### src/design/ltkm_pkg.sv
// ----------------------------------------------------------------------------
// ltkm_pkg
// Shared constants and entry types for the loser tree k-way merge.
// ----------------------------------------------------------------------------
package ltkm_pkg;

  localparam int K_WAYS = 8;
  localparam int WAY_W  = 3;
  localparam int KEY_W  = 32;
  localparam int PAY_W  = 32;
  // node address width and leaf index width (real leaves plus sentinel)
  localparam int LVL_W  = $clog2(K_WAYS);
  localparam int IDX_W  = $clog2(K_WAYS + 1);

  localparam logic [IDX_W-1:0] SENT_IDX = IDX_W'(K_WAYS);
  localparam logic signed [KEY_W-1:0] KEY_MAX = {1'b0, {(KEY_W-1){1'b1}}};

  localparam logic REQ_LOAD   = 1'b0;
  localparam logic REQ_REFILL = 1'b1;

  typedef struct packed {
    logic signed [KEY_W-1:0] key;
    logic signed [PAY_W-1:0] payload;
  } leaf_ent_t;

  typedef struct packed {
    logic [IDX_W-1:0]        idx;
    logic signed [KEY_W-1:0] key;
  } node_ent_t;

endpackage

### src/design/loser_tree_kway_merge.sv
// ----------------------------------------------------------------------------
// loser_tree_kway_merge
// K-way merge head: loser tree held in two small synchronous memories.
// ----------------------------------------------------------------------------
// Input channel (in_valid/in_ready) carries load and refill requests. A load
// writes the head record of one way into its leaf; the K-th load of a set
// builds the tree and produces the first winner. A refill replaces the
// current winner's leaf, replays its path to the root and produces the new
// winner. Output channel (out_valid/out_ready) carries one winner per
// producing request; is_last marks the end-of-run key, after which refills
// are dropped. Refills before the tree is built are dropped as well.
// A load that does not complete a set only writes its leaf. A refill does
// one node memory read-compare-write per tree level, then one leaf memory
// read for the winner record. A set-completing load replays the K leaves,
// each a leaf read plus one node step per level, then reads the winner record.
// The result sits in an output register; in_ready stays low until it has
// been placed there, so a stalled receiver holds the walk in its last step.
// Reset (rst, synchronous) clears the load count, built and done flags and
// the node valid bits; the memory contents are left as they are.
// ----------------------------------------------------------------------------
module loser_tree_kway_merge
  import ltkm_pkg::*;
(
  input  logic                    clk,
  input  logic                    rst,
  input  logic                    in_valid,
  output logic                    in_ready,
  input  logic                    req_type,
  input  logic [WAY_W-1:0]        way,
  input  logic signed [KEY_W-1:0] key,
  input  logic signed [PAY_W-1:0] payload,
  output logic                    out_valid,
  input  logic                    out_ready,
  output logic [WAY_W-1:0]        winner_way,
  output logic signed [KEY_W-1:0] winner_key,
  output logic signed [PAY_W-1:0] winner_payload,
  output logic                    is_last
);

  localparam logic [1:0] ST_IDLE = 2'd0;
  localparam logic [1:0] ST_LEAF = 2'd1;
  localparam logic [1:0] ST_WALK = 2'd2;
  localparam logic [1:0] ST_OUT  = 2'd3;

  // first node on the path from leaf s: (s + K) / 2
  function automatic logic [LVL_W-1:0] path_start(input logic [IDX_W-1:0] s);
    logic [IDX_W:0] sum;
    sum = {1'b0, s} + (IDX_W+1)'(K_WAYS);
    return sum[LVL_W:1];
  endfunction

  // storage
  leaf_ent_t leaf_mem [K_WAYS];
  node_ent_t node_mem [K_WAYS];
  leaf_ent_t leaf_q;
  node_ent_t node_q;
  logic [K_WAYS-1:0] node_vld;

  // control
  logic [1:0]       state;
  logic [1:0]       state_next;
  logic [IDX_W-1:0] cnt;
  logic             built;
  logic             done;
  logic             bld;
  logic             first;
  logic [LVL_W-1:0] bld_i;
  logic [LVL_W-1:0] t;
  logic [IDX_W-1:0] s_idx;
  logic signed [KEY_W-1:0] s_key;
  logic [IDX_W-1:0] root_idx;

  // handshake terms
  logic in_xfer;
  logic is_load;
  logic load_ok;
  logic refill_ok;
  logic set_full;
  logic [IDX_W-1:0] cnt_inc;

  // walk datapath
  logic [IDX_W-1:0]        c_idx;
  logic signed [KEY_W-1:0] c_key;
  logic [IDX_W-1:0]        o_idx;
  logic signed [KEY_W-1:0] o_key;
  logic                    c_loses;
  logic [IDX_W-1:0]        w_idx;
  logic signed [KEY_W-1:0] w_key;
  logic [LVL_W-1:0]        t_up;
  logic                    at_root;
  logic                    walk_end;

  logic [LVL_W-1:0] node_raddr;
  logic             leaf_ren;
  logic [LVL_W-1:0] leaf_raddr;
  logic             out_load;

  assign in_ready  = (state == ST_IDLE);
  assign in_xfer   = in_valid && in_ready;
  assign is_load   = (req_type == REQ_LOAD);
  assign load_ok   = is_load && ((IDX_W+1)'(way) < (IDX_W+1)'(K_WAYS));
  assign refill_ok = !is_load && built && !done && (root_idx != SENT_IDX);
  assign cnt_inc   = (built ? '0 : cnt) + IDX_W'(1);
  assign set_full  = (cnt_inc >= SENT_IDX);

  // climbing entry versus the loser stored at node t
  always_comb begin
    c_idx   = first ? IDX_W'(bld_i) : s_idx;
    c_key   = first ? leaf_q.key : s_key;
    o_idx   = node_vld[t] ? node_q.idx : SENT_IDX;
    o_key   = node_q.key;
    c_loses = (c_idx != SENT_IDX) && ((o_idx == SENT_IDX) || (c_key > o_key));
    w_idx   = c_loses ? o_idx : c_idx;
    w_key   = c_loses ? o_key : c_key;
    t_up    = t >> 1;
    at_root = (t_up == '0);
    walk_end = (state == ST_WALK) && at_root && !(bld && (bld_i != '0));
  end

  // read addresses: path start for a refill or a build leaf, else next level
  always_comb begin
    case (state)
      ST_IDLE: node_raddr = path_start(root_idx);
      ST_LEAF: node_raddr = path_start(IDX_W'(bld_i));
      default: node_raddr = t_up;
    endcase
    leaf_ren   = (state == ST_LEAF) || walk_end;
    leaf_raddr = (state == ST_LEAF) ? bld_i : LVL_W'(w_idx);
  end

  assign out_load = (state == ST_OUT) && (!out_valid || out_ready);

  always_comb begin
    state_next = state;
    case (state)
      ST_IDLE: begin
        if (in_xfer) begin
          if (load_ok && set_full) state_next = ST_LEAF;
          else if (refill_ok)      state_next = ST_WALK;
        end
      end
      ST_LEAF: state_next = ST_WALK;
      ST_WALK: begin
        if (at_root) state_next = walk_end ? ST_OUT : ST_LEAF;
      end
      ST_OUT: begin
        if (out_load) state_next = ST_IDLE;
      end
      default: state_next = ST_IDLE;
    endcase
  end

  // memories: leaf written on transfer, node written when the climber loses
  always_ff @(posedge clk) begin
    if (in_xfer && (load_ok || refill_ok)) begin
      if (load_ok) leaf_mem[LVL_W'(way)] <= '{key: key, payload: payload};
      else         leaf_mem[LVL_W'(root_idx)] <= '{key: key, payload: payload};
    end
    if (leaf_ren) leaf_q <= leaf_mem[leaf_raddr];
    if ((state == ST_WALK) && c_loses) node_mem[t] <= '{idx: c_idx, key: c_key};
    node_q <= node_mem[node_raddr];
  end

  // walk registers
  always_ff @(posedge clk) begin
    case (state)
      ST_IDLE: begin
        if (in_xfer && refill_ok) begin
          s_idx <= root_idx;
          s_key <= key;
          t     <= path_start(root_idx);
        end
      end
      ST_LEAF: t <= path_start(IDX_W'(bld_i));
      ST_WALK: begin
        s_idx <= w_idx;
        s_key <= w_key;
        t     <= t_up;
      end
      default: ;
    endcase
  end

  always_ff @(posedge clk) begin
    if (rst) begin
      state     <= ST_IDLE;
      cnt       <= '0;
      built     <= 1'b0;
      done      <= 1'b0;
      bld       <= 1'b0;
      first     <= 1'b0;
      bld_i     <= '0;
      root_idx  <= SENT_IDX;
      node_vld  <= '0;
      out_valid <= 1'b0;
    end else begin
      state <= state_next;
      // load the result register, else drop valid once the result is taken
      if (out_load)                    out_valid <= 1'b1;
      else if (out_valid && out_ready) out_valid <= 1'b0;
      case (state)
        ST_IDLE: begin
          if (in_xfer && load_ok) begin
            // a load after a built tree opens a new set
            if (set_full) begin
              cnt      <= '0;
              built    <= 1'b1;
              done     <= 1'b0;
              bld      <= 1'b1;
              bld_i    <= LVL_W'(K_WAYS - 1);
              node_vld <= '0;
            end else begin
              cnt   <= cnt_inc;
              built <= 1'b0;
              done  <= 1'b0;
            end
          end
        end
        ST_LEAF: first <= 1'b1;
        ST_WALK: begin
          first <= 1'b0;
          if (c_loses) node_vld[t] <= 1'b1;
          if (at_root) begin
            root_idx <= w_idx;
            if (bld && (bld_i != '0)) bld_i <= bld_i - LVL_W'(1);
            else                      bld   <= 1'b0;
          end
        end
        ST_OUT: begin
          if (out_load) begin
            if ((root_idx != SENT_IDX) && (leaf_q.key == KEY_MAX)) done <= 1'b1;
          end
        end
        default: ;
      endcase
    end
  end

  // result register; a sentinel root reads as an empty record
  always_ff @(posedge clk) begin
    if (out_load) begin
      winner_way <= WAY_W'(root_idx);
      if (root_idx == SENT_IDX) begin
        winner_key     <= '0;
        winner_payload <= '0;
        is_last        <= 1'b0;
      end else begin
        winner_key     <= leaf_q.key;
        winner_payload <= leaf_q.payload;
        is_last        <= (leaf_q.key == KEY_MAX);
      end
    end
  end

  a_walk_node: assert property (@(posedge clk) disable iff (rst)
    (state == ST_WALK) |-> (t != '0))
    else $error("walk reached node zero");

  a_out_fill: assert property (@(posedge clk) disable iff (rst)
    out_load |=> out_valid)
    else $error("result not registered");

  a_cnt_range: assert property (@(posedge clk) disable iff (rst)
    cnt < SENT_IDX)
    else $error("load count out of range");

  a_root_real: assert property (@(posedge clk) disable iff (rst)
    (state == ST_OUT) |-> (root_idx != SENT_IDX))
    else $error("sentinel reached the root");

  a_build_first: assert property (@(posedge clk) disable iff (rst)
    first |-> (bld && (state == ST_WALK)))
    else $error("leaf operand used outside a build walk");

endmodule

### config.mk
export PLATFORM = sky130hd
export DESIGN_NAME = loser_tree_kway_merge
export DESIGN_NICKNAME = d
export VERILOG_FILES = /design/src/design/ltkm_pkg.sv /design/src/design/loser_tree_kway_merge.sv
export SDC_FILE = /design/constraint.sdc
export NUM_CORES = 1
export LEC_CHECK = 0
export BUFFER_PORTS_ARGS = -buffer_cell sky130_fd_sc_hd__clkbuf_2
export CAP_MARGIN = 20
export CORE_MARGIN = 1
export CORE_UTILIZATION = 35
export CTS_CLUSTER_SIZE = 10
export DETAILED_ROUTE_END_ITERATION = 7
export PLACE_DENSITY = 0.58
export RECOVER_POWER = 25
export SYNTH_ARGS = -nofsm -noshare
export SYNTH_HDL_FRONTEND = slang
export SYNTH_SLANG_ARGS = --single-unit
### constraint.sdc
create_clock -name clk -period 9.1 [get_ports clk]
set_input_delay 1.365 -clock clk [delete_from_list [all_inputs] [get_ports clk]]
set_output_delay 1.365 -clock clk [all_outputs]
set_load 0.01 [all_outputs]
==> results.json <==
{
  "status": "finished clean",
  "vias_per_cell": 5.14,
  "finalClockSkew_ps": 31.3,
  "io_buffers": 141,
  "grt_max_degree": 192,
  "worst-slew-pin-transition_ps": 1110,
  "wl_um": 105000,
  "cts_setup_buffers": 0,
  "placed_cell_area_um2": 43200,
  "overflow": 0,
  "syn_inst": 2945,
  "setup-violations-final": 0,
  "dpl.hpwl_um": 56400,
  "maxCapViolCount": 0,
  "reg2reg_to": "leaf_q[5]$_DFFE_PP_",
  "die_height_um": 343,
  "ys_ff_latch": 1033,
  "area_delta_synth_final_pct": 13.9,
  "cts_tree": "done",
  "max-slew-margin-rel_pct": 25.8,
  "dp_cells": 4476,
  "p_sw_share_pct": 19.6,
  "async_flop_share_pct": 0,
  "gp_congestion": 0.806,
  "p_comb_share_pct": 1.0,
  "drc": 0,
  "firstDrtPassIters": 5,
  "drive_above_1_share_pct": 12.3,
  "postCtsHoldBufs": 0,
  "finalCriticalPeriod_ps": 6030,
  "grt_use_total_pct": 17.7,
  "grt_pass1_wl_um": 155000,
  "final_cells": 4671,
  "post_synth.cell_area_avg_um2": 13.9,
  "nets": 3193,
  "dr.first_iter.drc_count": 2105,
  "cp_max_fo": 44,
  "synth_enable_flop_cells": 971,
  "insertion_delay_ps": 690,
  "die_w_um": 343,
  "synth_top_area_share_pct": 71.4,
  "fill_cells": 10600,
  "syn-num-nets": 3056,
  "path_class": "reg2reg",
  "avgRoutedWirePerCell_um": 22.5,
  "numCtsBuffers": 116,
  "p_seq_share_pct": 54.9,
  "cts_repair_resize_count": 0,
  "htreeDepth": 3,
  "tns_ps": 0,
  "endpoint_kind": "flop",
  "arrival_ps": 6460,
  "ir_worst_vdd_uv": 141,
  "min_path_type": "reg2reg",
  "synthFlopType": "edfxtp_1",
  "syn_area_um2": 40800,
  "synth_area_leader_cell": "edfxtp_1",
  "hold_violations": 0,
  "antenna_found_initial": 14,
  "hp-start": "node_vld[6]$_SDFFE_PP0P_",
  "cts-root-buf": "clkbuf_16",
  "p_int_w": 0.00761,
  "fin_area_um2": 46500,
  "final.period_utilization_pct": 66.3,
  "p_total_w": 0.00947,
  "dieArea_um2": 118000,
  "synth_cell_types": 56,
  "required_ps": 9530,
  "ctsLongestPathBuffers": 3,
  "maxSlewViolCount": 0,
  "p_leak_nw": 16.0,
  "startpoint_type": "flop",
  "rows": 124,
  "reg2reg_depth": 14,
  "coreArea_um2": 115000,
  "layout_setup_ws_ps": 3070,
  "via_count": 24000,
  "whs_endpoint": "node_vld[6]$_SDFFE_PP0P_",
  "power_density_nw_per_um2": 204,
  "timing.hold.worst_path_depth": 2,
  "rsz0062_at_grt": "false",
  "grt_pass1_vias": 23700,
  "io_pins": 142,
  "p_sw_w": 0.00186,
  "fmax_ghz": 0.166,
  "worstReg2RegStart": "first$_SDFFE_PP0N_",
  "clock_power_share_pct": 44.1,
  "r2r_slack_ps": 3070,
  "start_util_pct": 35.5,
  "synth_seq_area_share_pct": 74.5,
  "clock-sinks": 1033,
  "ant_nets": 0,
  "pre_cts_ws_ps": 3080,
  "synth.area.top_cells": "edfxtp_1 71%, nand2_1 6.8%, nand3_1 3.8%",
  "yosysWarningCount": 0,
  "path_clk_slew_ps": 60
}
-- cells by family (layout without fill, tap and decap cells) --
logic type / after synthesis / after routing / synth area share (%)
AOI/OAI and AO/OA: 190 / 190 / 3.17
xor gates and xnor gates: 4 / 4 / 0.0859
adders and majority gates: 39 / 39 / 1.20
buffers and inverters: 208 / 418 / 2.27
DFF: 1033 / 1033 / 74.5
muxes: 173 / 173 / 4.67
other: 0 / 4 / 0
and+or+nand+nor: 1298 / 1298 / 14.1
-- worst max path at each step --
stage,from,endpoint,slack [ps],cells after the start
2_1_floorplan,first$_SDFFE_PP0N_,node_mem[4][0]$_DFFE_PP_,1500,12
6_report,first$_SDFFE_PP0N_,leaf_q[5]$_DFFE_PP_,3070,14
4_1_cts,first$_SDFFE_PP0N_,leaf_q[17]$_DFFE_PP_,3060,14
3_3_place_gp,first$_SDFFE_PP0N_,leaf_q[10]$_DFFE_PP_,3110,14
3_5_place_dp,first$_SDFFE_PP0N_,leaf_q[18]$_DFFE_PP_,3080,14
5_1_grt,first$_SDFFE_PP0N_,leaf_q[17]$_DFFE_PP_,2710,14
-- power by group through the flow --
stage	combinational, W	clock (W)	sequential (W)
finish	0.0000953	0.00417	0.00520
global route	0.000104	0.00443	0.00520
CTS	0.000101	0.00425	0.00520
detailed placement	0.000100	0	0.00530
global placement	0.0000979	0	0.00530
floorplan	0.0000311	0	0.00530
-- placed cells by master (no fill, tap or decap), drive strengths merged, types with 6 or more instances in the layout --
master,count
dfxtp,62
inv,48
a21oi,40
nor3,11
mux2,101
ha,39
edfxtp,971
nand2,741
a31oi,10
nand3,313
a32oi,63
and3,64
nor2,54
buf,39
a211oi,6
nor2b,74
mux2i,70
clkbuf,323
clkinv,8
nand4,14
nor4,9
o21ai,50
-- Yosys cell counts (8+ instances only) --
cell,instances
a31oi_1,10
a32oi_1,63
ha_1,39
clkbuf_1,81
nand2_1,741
nor2_1,54
a21oi_1,39
mux2_2,98
buf_2,51
nor4_1,8
nand3_1,313
nand4_1,13
o21ai_0,50
mux2i_1,69
buf_6,8
buf_1,15
nor2b_1,74
and3_1,64
inv_1,47
nor3_1,11
edfxtp_1,971
dfxtp_1,62
-- final cells by class --
| cell class | count | area, um2 | share of cell area (%) |
|---|---|---|---|
| Antenna cell | 4 | 10.0 | 0.0215 |
| Timing Repair Buffer | 180 | 965 | 2.07 |
| Multi-Input combinational cell | 1704 | 9740 | 20.9 |
| Clock buffer | 182 | 3220 | 6.93 |
| Clock inverter | 9 | 88.8 | 0.191 |
| Sequential cell | 1033 | 30400 | 65.4 |
| Inverter | 47 | 176 | 0.379 |
| Tap cell | 1512 | 1890 | 4.07 |
-- routing by layer --
| metal | vias to the layer above | GRT usage [%] | part of all wire (%) |
|---|---|---|---|
| met5 | - | 0 | 0.12 |
| met4 | 20 | 5.81 | 2.9 |
| met3 | 220 | 4.26 | 7.2 |
| met2 | 731 | 28.9 | 47 |
| met1 | 12000 | 23.2 | 42 |
| li1 | 11000 | - | - |
-- registers in the layout (all words and copies together) (netlist names), 4 cells and up --
signal          flops
s_key              32
winner_key         32
root_idx            4
node_vld            8
s_idx               4
leaf_q             64
winner_payload     32
cnt                 4
node_mem          288
o_key              32
leaf_mem          512
node_q              4
-- worst max-delay path, cell delays in order (launching register included) --
cell     delay (ps)
dfxtp_2         400
buf_4           540
mux2_2          490
ha_1            360
nand4_1         250
nor4_4          440
mux2i_1         220
o31ai_1         140
mux2_2          350
a21oi_4         160
o31a_1          360
nor2b_4         840
buf_4           740
a32oi_1         200
and3_1          190
-- stage by stage --
step | hold WS, ps | util (%)
2_1_floorplan | 406 | -
3_3_place_gp | 444 | 37.6
3_5_place_dp | 452 | 37.6
4_1_cts | 465 | 40.5
5_1_grt | 476 | 40.4
6_report | 462 | 40.4
(Power assumes the default switching activity.)
